File: config.mk
export PLATFORM = sky130hd
export DESIGN_NAME = thick_line_span_generator_top
export DESIGN_NICKNAME = d
export VERILOG_FILES = /design/src/rtl/core/tlsg_pkg.sv /design/src/rtl/core/tlsg_datapath.sv /design/src/rtl/core/tlsg_ctrl.sv /design/src/rtl/core/thick_line_span_generator_top.sv
export SDC_FILE = /design/constraint.sdc
export NUM_CORES = 2
export LEC_CHECK = 0
export BUFFER_PORTS_ARGS = -buffer_cell sky130_fd_sc_hd__clkbuf_2
export CORE_UTILIZATION = 24
export DETAILED_ROUTE_END_ITERATION = 12
export PLACE_DENSITY = 0.48
export SYNTH_ARGS = -nofsm -noshare
export SYNTH_HDL_FRONTEND = slang
export SYNTH_HIERARCHICAL = 1
export SYNTH_SLANG_ARGS = --single-unit
File: constraint.sdc
create_clock -name clk -period 19.75 [get_ports clk]
set_clock_uncertainty 0.1 [all_clocks]
set_input_delay 0.9875 -clock clk [delete_from_list [all_inputs] [get_ports clk]]
set_output_delay 0.9875 -clock clk [all_outputs]
set_load 0.02 [all_outputs]
File: src/rtl/core/tlsg_pkg.sv
// ============================================================================
// Thick line span generator package
// Shared widths and the command and status bundles between the controller
// and the datapath.
// ============================================================================
package tlsg_pkg;

    localparam int COORD_W  = 16;   // pixel coordinates, wrap modulo 2^COORD_W
    localparam int RADIUS_W = 8;    // brush radius
    localparam int LEN_W    = 9;    // span length, up to twice the radius
    localparam int COLOR_W  = 16;   // pixel color

    // Commands from the controller to the datapath.
    typedef struct packed {
        logic load;          // latch a new line from the input request
        logic setup;         // derive the circle limits of the brush
        logic step;          // advance the span walker by one slot
        logic capture_held;  // keep the current span as the pending one
        logic capture_next;  // keep the current span as the one after it
        logic promote;       // move the span after into the pending one
        logic out_span;      // load the output register with the pending span
        logic out_empty;     // load the output register with an empty result
        logic out_last;      // last flag for out_span
    } tlsg_cmd_t;

    // Status from the datapath to the controller.
    typedef struct packed {
        logic active;        // a line is still being walked
        logic emit_ok;       // this slot yields a span of non-zero length
    } tlsg_status_t;

endpackage

File: src/rtl/core/tlsg_datapath.sv
// ============================================================================
// Thick line span generator datapath
// Line walker, circle span walker, pending span buffers and output register.
// ============================================================================
module tlsg_datapath
(
    input  logic                           clk,
    input  logic                           rst_n,
    input  tlsg_pkg::tlsg_cmd_t            cmd,
    output tlsg_pkg::tlsg_status_t         status,
    input  logic [tlsg_pkg::COORD_W-1:0]   start_x,
    input  logic [tlsg_pkg::COORD_W-1:0]   start_y,
    input  logic [tlsg_pkg::COORD_W-1:0]   end_x,
    input  logic [tlsg_pkg::COORD_W-1:0]   end_y,
    input  logic [tlsg_pkg::RADIUS_W-1:0]  thickness,
    input  logic [tlsg_pkg::COLOR_W-1:0]   pen_color,
    output logic                           span_valid,
    output logic [tlsg_pkg::COORD_W-1:0]   span_x,
    output logic [tlsg_pkg::COORD_W-1:0]   span_y,
    output logic [tlsg_pkg::LEN_W-1:0]     span_length,
    output logic [tlsg_pkg::COLOR_W-1:0]   span_color,
    output logic                           last_span
);
    import tlsg_pkg::*;

    localparam int ERR_W   = COORD_W + 2;
    localparam int STAMP_W = COORD_W + 1;
    localparam int SQ_W    = 2 * RADIUS_W + 1;
    localparam int P181_W  = RADIUS_W + 8;
    localparam int P707_W  = RADIUS_W + 10;

    typedef enum logic [1:0] {
        DIR_STILL = 2'd0,
        DIR_UP    = 2'd1,
        DIR_DOWN  = 2'd2
    } dir_t;

    typedef enum logic [2:0] {
        SLOT_CENTER    = 3'd0,
        SLOT_TEST      = 3'd1,
        SLOT_OUTER_LO  = 3'd2,
        SLOT_OUTER_HI  = 3'd3,
        SLOT_INNER_LO  = 3'd4,
        SLOT_INNER_HI  = 3'd5
    } slot_t;

    function automatic logic [COORD_W-1:0] move_axis(input logic [COORD_W-1:0] pos,
                                                     input dir_t dir);
        logic [COORD_W-1:0] res;
        begin
            case (dir)
                DIR_UP:   res = pos + COORD_W'(1);
                DIR_DOWN: res = pos - COORD_W'(1);
                default:  res = pos;
            endcase
            return res;
        end
    endfunction

    // Line and brush state.
    logic                 active_reg, active_next;
    logic [COORD_W-1:0]   pen_col_reg, pen_col_next, pen_row_reg, pen_row_next;
    logic [ERR_W-1:0]     col_err_reg, col_err_next, row_err_reg, row_err_next;
    logic [COORD_W-1:0]   col_delta_reg, col_delta_next, row_delta_reg, row_delta_next;
    dir_t                 col_dir_reg, col_dir_next, row_dir_reg, row_dir_next;
    logic [COORD_W-1:0]   major_reg, major_next;
    logic [STAMP_W-1:0]   stamps_reg, stamps_next;
    logic [RADIUS_W-1:0]  radius_reg, radius_next;
    logic [RADIUS_W-1:0]  row_limit_reg, row_limit_next;
    logic [SQ_W-1:0]      sq_limit_reg, sq_limit_next;
    logic [RADIUS_W-1:0]  circle_row_reg, circle_row_next;
    logic [RADIUS_W-1:0]  half_width_reg, half_width_next;
    logic [2:0]           slot_reg, slot_next;
    logic [COLOR_W-1:0]   color_reg, color_next;
    logic [P181_W-1:0]    p181_reg, p181_next;
    logic [P707_W-1:0]    p707_reg, p707_next;
    logic [2*RADIUS_W-1:0] psq_reg, psq_next;

    // Pending span, the span after it, and the output register.
    logic [COORD_W-1:0]   held_x_reg, held_y_reg, nxt_x_reg, nxt_y_reg;
    logic [LEN_W-1:0]     held_len_reg, nxt_len_reg;
    logic                 out_vld_reg, out_last_reg;
    logic [COORD_W-1:0]   out_x_reg, out_y_reg;
    logic [LEN_W-1:0]     out_len_reg;
    logic [COLOR_W-1:0]   out_color_reg;

    // Current slot's span.
    logic                 emit;
    logic [COORD_W-1:0]   cur_x, cur_y;
    logic [LEN_W-1:0]     cur_len;

    // Helper terms.
    logic [COORD_W-1:0]   r_ext, x_ext, i_ext;
    logic [RADIUS_W-1:0]  i_m1, x_dec;
    logic [SQ_W-1:0]      circ_sum;
    logic [ERR_W-1:0]     col_sum, row_sum;
    logic                 col_hit, row_hit, stamp_end;
    logic [STAMP_W-1:0]   stamps_inc;
    logic                 reject;
    logic [RADIUS_W-1:0]  q0;
    logic [P707_W-1:0]    q_scaled;
    logic                 q_over;

    always_comb
    begin
        r_ext      = COORD_W'(radius_reg);
        x_ext      = COORD_W'(half_width_reg);
        i_ext      = COORD_W'(circle_row_reg);
        i_m1       = circle_row_reg - RADIUS_W'(1);
        x_dec      = (half_width_reg != '0) ? half_width_reg - RADIUS_W'(1) : half_width_reg;
        circ_sum   = SQ_W'(circle_row_reg) * SQ_W'(circle_row_reg)
                   + SQ_W'(half_width_reg) * SQ_W'(half_width_reg);
        col_sum    = col_err_reg + ERR_W'(col_delta_reg);
        row_sum    = row_err_reg + ERR_W'(row_delta_reg);
        col_hit    = col_sum > ERR_W'(major_reg);
        row_hit    = row_sum > ERR_W'(major_reg);
        stamps_inc = stamps_reg + STAMP_W'(1);
        stamp_end  = stamps_inc >= (STAMP_W'(major_reg) + STAMP_W'(2));
        reject     = (thickness == '0) || (start_x < COORD_W'(thickness))
                   || (end_x < COORD_W'(thickness)) || (start_y < COORD_W'(thickness))
                   || (end_y < COORD_W'(thickness));
        // Row limit is r * 707 / 1000 + 1, from an estimate r * 181 / 256 that is
        // never low, corrected by one where it overshoots.
        q0         = p181_reg[P181_W-1:8];
        q_scaled   = P707_W'(q0) * P707_W'(1000);
        q_over     = q_scaled > p707_reg;
    end

    // Span of the current slot.
    always_comb
    begin
        emit    = 1'b0;
        cur_x   = pen_col_reg - x_ext;
        cur_y   = pen_row_reg + i_ext;
        cur_len = {half_width_reg, 1'b0};
        case (slot_reg)
            SLOT_CENTER:
            begin
                emit    = 1'b1;
                cur_x   = pen_col_reg - r_ext;
                cur_y   = pen_row_reg;
                cur_len = {radius_reg, 1'b0};
            end
            SLOT_OUTER_LO, SLOT_OUTER_HI:
            begin
                emit    = 1'b1;
                cur_x   = pen_col_reg + COORD_W'(1) - i_ext;
                cur_y   = (slot_reg == SLOT_OUTER_LO) ? pen_row_reg + x_ext
                                                      : pen_row_reg - x_ext;
                cur_len = {i_m1, 1'b0};
            end
            SLOT_INNER_LO:
            begin
                emit = 1'b1;
            end
            SLOT_INNER_HI:
            begin
                emit  = 1'b1;
                cur_y = pen_row_reg - i_ext;
            end
            default:
            begin
                emit = 1'b0;
            end
        endcase
    end

    assign status.active  = active_reg;
    assign status.emit_ok = active_reg && emit && (cur_len != '0);

    // Next state of the walker.
    always_comb
    begin
        active_next     = active_reg;
        pen_col_next    = pen_col_reg;
        pen_row_next    = pen_row_reg;
        col_err_next    = col_err_reg;
        row_err_next    = row_err_reg;
        col_delta_next  = col_delta_reg;
        row_delta_next  = row_delta_reg;
        col_dir_next    = col_dir_reg;
        row_dir_next    = row_dir_reg;
        major_next      = major_reg;
        stamps_next     = stamps_reg;
        radius_next     = radius_reg;
        row_limit_next  = row_limit_reg;
        sq_limit_next   = sq_limit_reg;
        circle_row_next = circle_row_reg;
        half_width_next = half_width_reg;
        slot_next       = slot_reg;
        color_next      = color_reg;
        p181_next       = p181_reg;
        p707_next       = p707_reg;
        psq_next        = psq_reg;

        if (cmd.load)
        begin
            active_next     = !reject;
            pen_col_next    = start_x;
            pen_row_next    = start_y;
            col_err_next    = '0;
            row_err_next    = '0;
            col_dir_next    = DIR_STILL;
            row_dir_next    = DIR_STILL;
            col_delta_next  = '0;
            row_delta_next  = '0;
            if (end_x > start_x)
            begin
                col_dir_next   = DIR_UP;
                col_delta_next = end_x - start_x;
            end
            else if (end_x < start_x)
            begin
                col_dir_next   = DIR_DOWN;
                col_delta_next = start_x - end_x;
            end
            if (end_y > start_y)
            begin
                row_dir_next   = DIR_UP;
                row_delta_next = end_y - start_y;
            end
            else if (end_y < start_y)
            begin
                row_dir_next   = DIR_DOWN;
                row_delta_next = start_y - end_y;
            end
            major_next      = (col_delta_next > row_delta_next) ? col_delta_next
                                                                : row_delta_next;
            stamps_next     = '0;
            radius_next     = thickness;
            circle_row_next = '0;
            half_width_next = thickness;
            slot_next       = SLOT_CENTER;
            color_next      = pen_color;
            p181_next       = P181_W'(thickness) * P181_W'(181);
            p707_next       = P707_W'(thickness) * P707_W'(707);
            psq_next        = (2 * RADIUS_W)'(thickness) * (2 * RADIUS_W)'(thickness);
        end
        else if (cmd.setup)
        begin
            row_limit_next = q0 - RADIUS_W'(q_over) + RADIUS_W'(1);
            sq_limit_next  = SQ_W'(psq_reg) + SQ_W'(radius_reg >> 1);
        end
        else if (cmd.step && active_reg)
        begin
            case (slot_reg)
                SLOT_CENTER:
                begin
                    circle_row_next = RADIUS_W'(1);
                    slot_next       = SLOT_TEST;
                end
                SLOT_TEST:
                begin
                    if (circ_sum > sq_limit_reg && half_width_reg > row_limit_reg)
                    begin
                        slot_next = SLOT_OUTER_LO;
                    end
                    else
                    begin
                        if (circ_sum > sq_limit_reg)
                        begin
                            half_width_next = x_dec;
                        end
                        slot_next = SLOT_INNER_LO;
                    end
                end
                SLOT_OUTER_LO:
                begin
                    slot_next = SLOT_OUTER_HI;
                end
                SLOT_OUTER_HI:
                begin
                    half_width_next = x_dec;
                    slot_next       = SLOT_INNER_LO;
                end
                SLOT_INNER_LO:
                begin
                    slot_next = SLOT_INNER_HI;
                end
                SLOT_INNER_HI:
                begin
                    if (circle_row_reg >= row_limit_reg)
                    begin
                        // Circle finished: move the pen one stamp along the line.
                        col_err_next = col_hit ? col_sum - ERR_W'(major_reg) : col_sum;
                        row_err_next = row_hit ? row_sum - ERR_W'(major_reg) : row_sum;
                        if (col_hit)
                        begin
                            pen_col_next = move_axis(pen_col_reg, col_dir_reg);
                        end
                        if (row_hit)
                        begin
                            pen_row_next = move_axis(pen_row_reg, row_dir_reg);
                        end
                        stamps_next = stamps_inc;
                        if (stamp_end)
                        begin
                            active_next = 1'b0;
                        end
                        else
                        begin
                            slot_next       = SLOT_CENTER;
                            circle_row_next = '0;
                            half_width_next = radius_reg;
                        end
                    end
                    else
                    begin
                        circle_row_next = circle_row_reg + RADIUS_W'(1);
                        slot_next       = SLOT_TEST;
                    end
                end
                default:
                begin
                    slot_next = SLOT_CENTER;
                end
            endcase
        end
    end

    always_ff @(posedge clk or negedge rst_n)
    begin
        if (!rst_n)
        begin
            active_reg  <= 1'b0;
            out_vld_reg <= 1'b0;
            out_last_reg <= 1'b1;
        end
        else
        begin
            active_reg <= active_next;
            if (cmd.out_span)
            begin
                out_vld_reg  <= 1'b1;
                out_last_reg <= cmd.out_last;
            end
            else if (cmd.out_empty)
            begin
                out_vld_reg  <= 1'b0;
                out_last_reg <= 1'b1;
            end
        end
    end

    always_ff @(posedge clk)
    begin
        pen_col_reg    <= pen_col_next;
        pen_row_reg    <= pen_row_next;
        col_err_reg    <= col_err_next;
        row_err_reg    <= row_err_next;
        col_delta_reg  <= col_delta_next;
        row_delta_reg  <= row_delta_next;
        col_dir_reg    <= col_dir_next;
        row_dir_reg    <= row_dir_next;
        major_reg      <= major_next;
        stamps_reg     <= stamps_next;
        radius_reg     <= radius_next;
        row_limit_reg  <= row_limit_next;
        sq_limit_reg   <= sq_limit_next;
        circle_row_reg <= circle_row_next;
        half_width_reg <= half_width_next;
        slot_reg       <= slot_next;
        color_reg      <= color_next;
        p181_reg       <= p181_next;
        p707_reg       <= p707_next;
        psq_reg        <= psq_next;

        if (cmd.capture_held)
        begin
            held_x_reg   <= cur_x;
            held_y_reg   <= cur_y;
            held_len_reg <= cur_len;
        end
        else if (cmd.promote)
        begin
            held_x_reg   <= nxt_x_reg;
            held_y_reg   <= nxt_y_reg;
            held_len_reg <= nxt_len_reg;
        end

        if (cmd.capture_next)
        begin
            nxt_x_reg   <= cur_x;
            nxt_y_reg   <= cur_y;
            nxt_len_reg <= cur_len;
        end

        if (cmd.out_span)
        begin
            out_x_reg     <= held_x_reg;
            out_y_reg     <= held_y_reg;
            out_len_reg   <= held_len_reg;
            out_color_reg <= color_reg;
        end
        else if (cmd.out_empty)
        begin
            out_x_reg     <= '0;
            out_y_reg     <= '0;
            out_len_reg   <= '0;
            out_color_reg <= '0;
        end
    end

    assign span_valid  = out_vld_reg;
    assign span_x      = out_x_reg;
    assign span_y      = out_y_reg;
    assign span_length = out_len_reg;
    assign span_color  = out_color_reg;
    assign last_span   = out_last_reg;

endmodule

File: src/rtl/core/tlsg_ctrl.sv
// ============================================================================
// Thick line span generator controller
// Sequences line loads, span searches and the output handshake.
// ============================================================================
module tlsg_ctrl
(
    input  logic                    clk,
    input  logic                    rst_n,
    input  logic                    in_valid,
    output logic                    in_ready,
    input  logic                    in_op,
    output logic                    out_valid,
    input  logic                    out_ready,
    output tlsg_pkg::tlsg_cmd_t     cmd,
    input  tlsg_pkg::tlsg_status_t  status
);
    import tlsg_pkg::*;

    typedef enum logic [2:0] {
        ST_READY,
        ST_SETUP,
        ST_SEARCH,
        ST_EMIT
    } state_t;

    localparam logic OP_LOAD = 1'b0;

    state_t state_reg, state_next;
    logic   have_reg, have_next;    // a pending span is buffered
    logic   found_reg, found_next;  // a span after the pending one exists
    logic   fill_reg, fill_next;    // search fills the pending span after a load
    logic   out_valid_reg, out_valid_next;
    logic   out_free;

    assign out_free = !out_valid_reg || out_ready;
    assign in_ready = (state_reg == ST_READY);
    assign out_valid = out_valid_reg;

    always_comb
    begin
        state_next     = state_reg;
        have_next      = have_reg;
        found_next     = found_reg;
        fill_next      = fill_reg;
        out_valid_next = out_valid_reg && !out_ready;
        cmd            = '0;

        unique case (state_reg)
            ST_READY:
            begin
                if (in_valid)
                begin
                    if (in_op == OP_LOAD)
                    begin
                        cmd.load   = 1'b1;
                        have_next  = 1'b0;
                        state_next = ST_SETUP;
                    end
                    else if (have_reg)
                    begin
                        fill_next  = 1'b0;
                        state_next = ST_SEARCH;
                    end
                    else
                    begin
                        found_next = 1'b0;
                        state_next = ST_EMIT;
                    end
                end
            end
            ST_SETUP:
            begin
                cmd.setup  = 1'b1;
                fill_next  = 1'b1;
                state_next = ST_SEARCH;
            end
            ST_SEARCH:
            begin
                cmd.step = 1'b1;
                if (status.emit_ok || !status.active)
                begin
                    if (fill_reg)
                    begin
                        cmd.capture_held = status.emit_ok;
                        have_next        = status.emit_ok;
                        state_next       = ST_READY;
                    end
                    else
                    begin
                        cmd.capture_next = status.emit_ok;
                        found_next       = status.emit_ok;
                        state_next       = ST_EMIT;
                    end
                end
            end
            ST_EMIT:
            begin
                if (out_free)
                begin
                    if (have_reg)
                    begin
                        cmd.out_span = 1'b1;
                        cmd.out_last = !found_reg;
                        cmd.promote  = found_reg;
                    end
                    else
                    begin
                        cmd.out_empty = 1'b1;
                    end
                    have_next      = have_reg && found_reg;
                    out_valid_next = 1'b1;
                    state_next     = ST_READY;
                end
            end
            default:
            begin
                state_next = ST_READY;
            end
        endcase
    end

    always_ff @(posedge clk or negedge rst_n)
    begin
        if (!rst_n)
        begin
            state_reg     <= ST_READY;
            have_reg      <= 1'b0;
            found_reg     <= 1'b0;
            fill_reg      <= 1'b0;
            out_valid_reg <= 1'b0;
        end
        else
        begin
            state_reg     <= state_next;
            have_reg      <= have_next;
            found_reg     <= found_next;
            fill_reg      <= fill_next;
            out_valid_reg <= out_valid_next;
        end
    end

endmodule

File: src/rtl/core/thick_line_span_generator_top.sv
// ============================================================================
// Thick line span generator
// Turns a thick line into horizontal spans of circular brush stamps.
// ============================================================================
// The input channel carries two kinds of request. A load request (op = 0)
// hands over a line from (start_x, start_y) to (end_x, end_y), a brush radius
// (thickness) and a color; it produces no result. A line whose radius is zero
// or whose endpoint coordinates lie below the radius gives no spans.
// A pull request (op = 1) produces exactly one result: the next non-empty
// span with last_span high on the final one, or span_valid low and last_span
// high once nothing remains. A load abandons any spans still pending.
// A load passes through the accept, the setup state and one search step,
// which always finds the center span of the first stamp or sees a rejected
// line. A pull passes through the accept, one step of the span walker per
// slot until the following span is found (one or two steps, more where
// spans of zero width are skipped, none where no span is pending) and the
// output register write. The walker steps one slot of the circle sequence per
// cycle, and the block finds one span ahead so that the last flag is known.
// Requests are taken one at a time; a new request is accepted while an
// earlier result still waits in the output register, but a pull only writes
// its result once that register is free, so a stalled receiver holds the
// block in its final cycle. Reset returns the block to idle with no line.
// ============================================================================
module thick_line_span_generator_top
(
    input  logic                           clk,
    input  logic                           rst_n,
    input  logic                           in_valid,
    output logic                           in_ready,
    input  logic                           op,
    input  logic [tlsg_pkg::COORD_W-1:0]   start_x,
    input  logic [tlsg_pkg::COORD_W-1:0]   start_y,
    input  logic [tlsg_pkg::COORD_W-1:0]   end_x,
    input  logic [tlsg_pkg::COORD_W-1:0]   end_y,
    input  logic [tlsg_pkg::RADIUS_W-1:0]  thickness,
    input  logic [tlsg_pkg::COLOR_W-1:0]   pen_color,
    output logic                           out_valid,
    input  logic                           out_ready,
    output logic                           span_valid,
    output logic [tlsg_pkg::COORD_W-1:0]   span_x,
    output logic [tlsg_pkg::COORD_W-1:0]   span_y,
    output logic [tlsg_pkg::LEN_W-1:0]     span_length,
    output logic [tlsg_pkg::COLOR_W-1:0]   span_color,
    output logic                           last_span
);
    import tlsg_pkg::*;

    // Commands flow from the controller; the datapath reports whether a line
    // is active and whether the slot it is on yields a span.
    tlsg_cmd_t    cmd;
    tlsg_status_t status;

    tlsg_ctrl u_ctrl
    (
        .clk       (clk),
        .rst_n     (rst_n),
        .in_valid  (in_valid),
        .in_ready  (in_ready),
        .in_op     (op),
        .out_valid (out_valid),
        .out_ready (out_ready),
        .cmd       (cmd),
        .status    (status)
    );

    // The datapath holds the line walker, the circle span walker, the pending
    // span buffers and the output register.
    tlsg_datapath u_datapath
    (
        .clk         (clk),
        .rst_n       (rst_n),
        .cmd         (cmd),
        .status      (status),
        .start_x     (start_x),
        .start_y     (start_y),
        .end_x       (end_x),
        .end_y       (end_y),
        .thickness   (thickness),
        .pen_color   (pen_color),
        .span_valid  (span_valid),
        .span_x      (span_x),
        .span_y      (span_y),
        .span_length (span_length),
        .span_color  (span_color),
        .last_span   (last_span)
    );

endmodule
Word level (Yosys, flattened, before mapping):

Cells that the tools add are included.

* output and inout port bits: 61
* register bits after elaboration: 404
* word-level logic and storage cells: 274

* equality and inequality tests: 27
* reduce and logical (&&, ||, !) cells: 51
* add/sub/neg operators: 28
* order comparisons: 16
* bitwise logic cells: 2
* mux-type cells: 106
* multipliers: 6

Operators by type and width (number)
* 16-bit 2-to-1 mux: 28
* 16-bit one-hot mux with 2 select lines: 3
* 8-bit 2-to-1 mux: 10
* 16-bit by 8-bit subtractor with 16-bit output: 5
* 16-bit by 8-bit less-than comparator with 1-bit output: 4
* 16-bit subtractor: 4
* 16-bit greater-than comparator: 3
* 8-bit by 8-bit multiplier with 16-bit output: 3
* 16-bit one-hot mux with 3 select lines: 1
* 18-bit by 16-bit adder with 18-bit output: 2
* 18-bit by 16-bit greater-than comparator with 1-bit output: 2
* 18-bit 2-to-1 mux: 2
* 9-bit 2-to-1 mux: 4
* 18-bit by 16-bit subtractor with 18-bit output: 2
* 1-bit 2-to-1 mux: 35
* 16-bit by 1-bit adder with 16-bit output, second input constant: 2
* 16-bit by 8-bit adder with 16-bit output: 2
* 16-bit less-than comparator: 2
* 16-bit by 1-bit subtractor with 16-bit output, second input constant: 2
* 8-bit one-hot mux with 3 select lines: 1
* 6-bit AND reduction: 4
* 2-bit nonzero test: 11
* 3-bit 2-to-1 mux: 7
* 18-bit greater-than comparator: 1
* 48 further kinds: 96

Depth between registers and ports, before layout:

* depth in word-level cells: 12
* mapped depth: 33

By module:

Netlist, hierarchy kept.

By module, submodules not included
* tlsg_datapath: area each 36688.9 µm², times used 1, cells each 3899
* tlsg_ctrl: area each 419.2 µm², times used 1, cells each 46

Worst setup path before layout:

No wires, ideal clock.

* path kind: input to register
* start point: input port op
* end point: register u_datapath.pen_col_reg[0] (enable)
* stages on the path: 5
* data required time: 19259 ps
* path slack: 3614 ps
* path buffers: 2
* arrival time: 15645 ps
* library setup time: 391 ps
* cell sequence: nor4b_1 inv_1 clkbuf_1 clkbuf_1 o21ai_1

* word-level cells in the longest chain between the ends: 5
* elaborated cells on any way between the ends: 10
* those cells by class: eq/ne: 1; mux: 3; reduce/logical: 6

Ends and longest elaborated chain
* start: declaration: RTL line thick_line_span_generator_top.sv:30 `input logic op,`
* 1-bit 2-to-1 mux (*): RTL line tlsg_ctrl.sv:53 `if (in_op == OP_LOAD)`
* 1-bit 2-to-1 mux (*): RTL line tlsg_ctrl.sv:51 `if (in_valid)`
* 1-bit 2-to-1 mux (*): RTL line tlsg_ctrl.sv:48 `unique case (state_reg)`
* 2-bit by 1-bit != test with 1-bit output (no source line) (tied with other cells)
* 6-bit AND reduction (no source line) (*)
* end signal: assignment: RTL line tlsg_datapath.sv:347 `pen_col_reg <= pen_col_next;`
* end: declaration: RTL line tlsg_datapath.sv:62 `logic [COORD_W-1:0] pen_col_reg, pen_col_next, pen_row_reg, pen_row_next;`

Every way passes the cells marked *; elsewhere a longest branch is shown, timed or not.
A chain may end at the register's enable or synchronous reset.

Worst setup path in the final report:

* start point: register u_datapath.circle_row_reg[6]
* end point: register u_datapath.half_width_reg[1] (enable)

* word-level cells in the longest chain between the ends: 6
* elaborated cells on any way between the ends: 9
* those cells by class: add/sub: 1; mul: 1; order compare: 2; eq/ne: 3; reduce/logical: 2

Ends and longest elaborated chain
* start: declaration: RTL line tlsg_datapath.sv:71 `logic [RADIUS_W-1:0] circle_row_reg, circle_row_next;`
* start signal: assignment: RTL line tlsg_datapath.sv:360 `circle_row_reg <= circle_row_next;`
* 8-bit by 8-bit multiplier with 16-bit output: RTL line tlsg_datapath.sv:111 `circ_sum = SQ_W'(circle_row_reg) * SQ_W'(circle_row_reg)`
* 16-bit by 16-bit adder with 17-bit output: RTL line tlsg_datapath.sv:112 `+ SQ_W'(half_width_reg) * SQ_W'(half_width_reg);`
* 17-bit greater-than comparator: RTL line tlsg_datapath.sv:254, tlsg_datapath.sv:260
* 1-bit logical AND: RTL line tlsg_datapath.sv:254 `if (circ_sum > sq_limit_reg && half_width_reg > row_limit_reg)`
* 3-bit != test (no source line)
* 7-bit AND reduction (no source line) (*)
* end signal: assignment: RTL line tlsg_datapath.sv:361 `half_width_reg <= half_width_next;`
* end: declaration: RTL line tlsg_datapath.sv:72 `logic [RADIUS_W-1:0] half_width_reg, half_width_next;`

Marks and branches as above.

==> results.json <==
{
  "cts_post_setup_buffers_inserted": 0,
  "async_reset_ff_share_pct": 2.314,
  "worst_ep_arrival_time_ns": 8.69,
  "clockRootBuffer": "clkbuf_16",
  "cp_num_buf_inv": 6,
  "placed_area_um2": 40150,
  "drt_iter0_drc": 1759,
  "layout_commonest_cell": "ha_1",
  "drive_gt1_share_pct": 8.920,
  "hold_violations": 0,
  "setup_viol": 0,
  "htreeDepth": 2,
  "cts_hold_buffers": 0,
  "required_ns": 19.97,
  "cts_tree": "yes",
  "stdcell_count": 6128,
  "start_kind": "flip-flop",
  "gp_congestion": 0.8924,
  "ys_seq_area_share_pct": 29.63,
  "end_kind": "flip-flop",
  "die_w_um": 395.2,
  "nets": 4821,
  "yosysWarnings": 6,
  "slew_headroom_pct": 24.66,
  "synth.distinct_cells": 94,
  "cts_buffers": 47,
  "syn_area_um2": 37110,
  "cts_buffer_depth": 3,
  "worstPathMaxFanout": 16,
  "area_delta_synth_final_pct": 12.44,
  "initial_utilization_pct": 24.31,
  "grt_setup_unrepaired": "no",
  "grt_util_all_layers_pct": 14.29,
  "synth_top_family_by_area": "adder cells",
  "synth_compound_area_share_pct": 15.70,
  "syn_inst": 3945,
  "power.density_nw_per_um2": 145.2,
  "maxCapViolCount": 0,
  "utilization_pct": 27.34,
  "grt_pass1_wl_mm": 173.4,
  "worst_path_largest_cell_delay_ns": 0.76,
  "ys_seq_elements": 389,
  "p_leak_nw": 18.29,
  "syn_nets": 4713,
  "finalMaxSlewViolations": 0,
  "rrSetupSlack_ns": 11.28,
  "slowest_stage": "dfxtp_1",
  "cp_top_family": "adder cells",
  "cts_resized": 0,
  "synth_xor_area_share_pct": 6.184,
  "most-common-layout-cells": "ha_1, inv_1, edfxtp_1, nand2_1, nor2_1",
  "route.detailed.wl_per_inst_um": 18.54,
  "die_area_um2": 156200,
  "setup.worst_path.class": "flip-flop to flip-flop",
  "synth_mux_area_share_pct": 3.004,
  "cpMostUsedCell": "fa_1",
  "grt_max_degree": 80,
  "synth-simple-area-share_pct": 13.52,
  "synthAdderAreaFrac_pct": 25.92,
  "io_buffers": 152,
  "io_pins": 154,
  "fmax_mhz": 118.0,
  "grt_pass1_vias": 28690,
  "design.core.area_um2": 152600,
  "antenna_found_initial": 27,
  "ant_nets": 0,
  "synth.avg_cell_area_um2": 9.406,
  "hold_class": "input port to async pin",
  "tightest_slew_ns": 1.130,
  "synth_edf_count": 316,
  "path_clk_slew_ns": 0.06,
  "synthFlopType": "edfxtp_1",
  "fin_tns_setup_ns": 0,
  "grt_overflow_total": 0,
  "r2r_cells": 28,
  "drt_wl_total_mm": 113.6,
  "clock_latency_ns": 0.62,
  "via_per_inst": 4.732,
  "die_height_um": 395.2,
  "place_hpwl_mm": 91.17,
  "r2r-start": "u_datapath/circle_row_reg[6]",
  "drt_first_pass_iters": 5,
  "dp.cells": 6034,
  "status": "finished, final reports clean",
  "vdd_drop_max_v": 0.0001134,
  "design_area_um2": 41720,
  "r2r_end": "u_datapath/half_width_reg[1]",
  "cp-startpoint": "u_datapath/circle_row_reg[6]",
  "drc": 0,
  "post-route-min-period_ns": 8.473,
  "vias": 29000,
  "clock-sinks": 389,
  "min_period_over_period_pct": 42.90,
  "fp-row-count": 143,
  "total_power_mw": 6.059
}
stage by stage:
| stage | worst slack (ns) | hold WS (ns) |
|---|---|---|
| floorplan | 3.614 | 0.3362 |
| global placement | 11.45 | 0.3573 |
| detailed placement | 11.36 | 0.3649 |
| CTS | 11.30 | 0.08750 |
| global route | 10.75 | 0.1109 |
| finish | 11.28 | 0.1292 |
cell usage after synthesis (all sizes together), types with 29 or more instances:
cell type | count | area, um2
ha | 519 | 6494
inv | 450 | 1689
edfxtp | 316 | 9489
nand2 | 254 | 953.4
nor2 | 254 | 955.9
a21oi | 250 | 1274
o21ai | 234 | 1171
xnor2 | 183 | 1603
fa | 156 | 3123
a21o | 105 | 788.3
clkbuf | 90 | 337.8
and2 | 86 | 538.0
nor3 | 85 | 446.7
nand3 | 80 | 400.4
xor2 | 79 | 691.9
dfxtp | 64 | 1281
mux2i | 57 | 570.6
mux2 | 48 | 544.3
nor2b | 48 | 307.8
a211oi | 40 | 300.3
nand4 | 37 | 231.5
o21a | 36 | 270.3
nand2b | 35 | 219.0
and3 | 33 | 206.5
or3 | 33 | 206.5
buf | 31 | 188.9
o31ai | 31 | 232.7
a31oi | 29 | 181.4
worst max-delay path by stage:
| stage | to | slack [ns] | cells after the start |
|---|---|---|---|
| 3_3_place_gp | u_datapath/half_width_reg[4] | 11.45 | 28 |
| 6_report | u_datapath/half_width_reg[1] | 11.28 | 28 |
| 2_1_floorplan | u_datapath/pen_col_reg[0] | 3.61 | 5 |
| 4_1_cts | u_datapath/half_width_reg[2] | 11.30 | 28 |
| 5_1_grt | u_datapath/half_width_reg[0] | 10.75 | 29 |
| 3_5_place_dp | u_datapath/half_width_reg[2] | 11.36 | 28 |
kinds of logic (layout without fill, tap and decap cells):
kind of cell               Yosys count  in the layout
AOI/OAI and AO/OA                  914            914
xor gates and xnor gates           262            262
adders and majority gates          675            675
buffers and inverters              577            724
DFF                                389            389
muxes                              105            105
other                                1              7
and+or+nand+nor                   1022           1022
power breakdown:
part           internal, mW  switching, mW
registers              1.15          0.127
clock network         0.498          0.390
logic                  1.62           2.27
total                  3.27           2.79
area by class of cell:
type | instances | area [um2]
timing repair buffer | 180 | 970.9
sequential | 389 | 11000
clock inverter | 30 | 311.5
tap | 2030 | 2540
fill | 16240 | 110900
multi-input combinational | 2979 | 23930
clock buffer | 58 | 1249
inverter | 456 | 1712
antenna | 6 | 15.01
layer usage:
layer	global-route usage, %	wire length (um)	vias up
li1	-	-	14190
met5	0	100	-
met4	3.682	2771	16
met2	23.90	52900	570
met3	2.047	5424	154
met1	19.18	52390	14070
No activity file was read; power rests on OpenSTA's default activity.
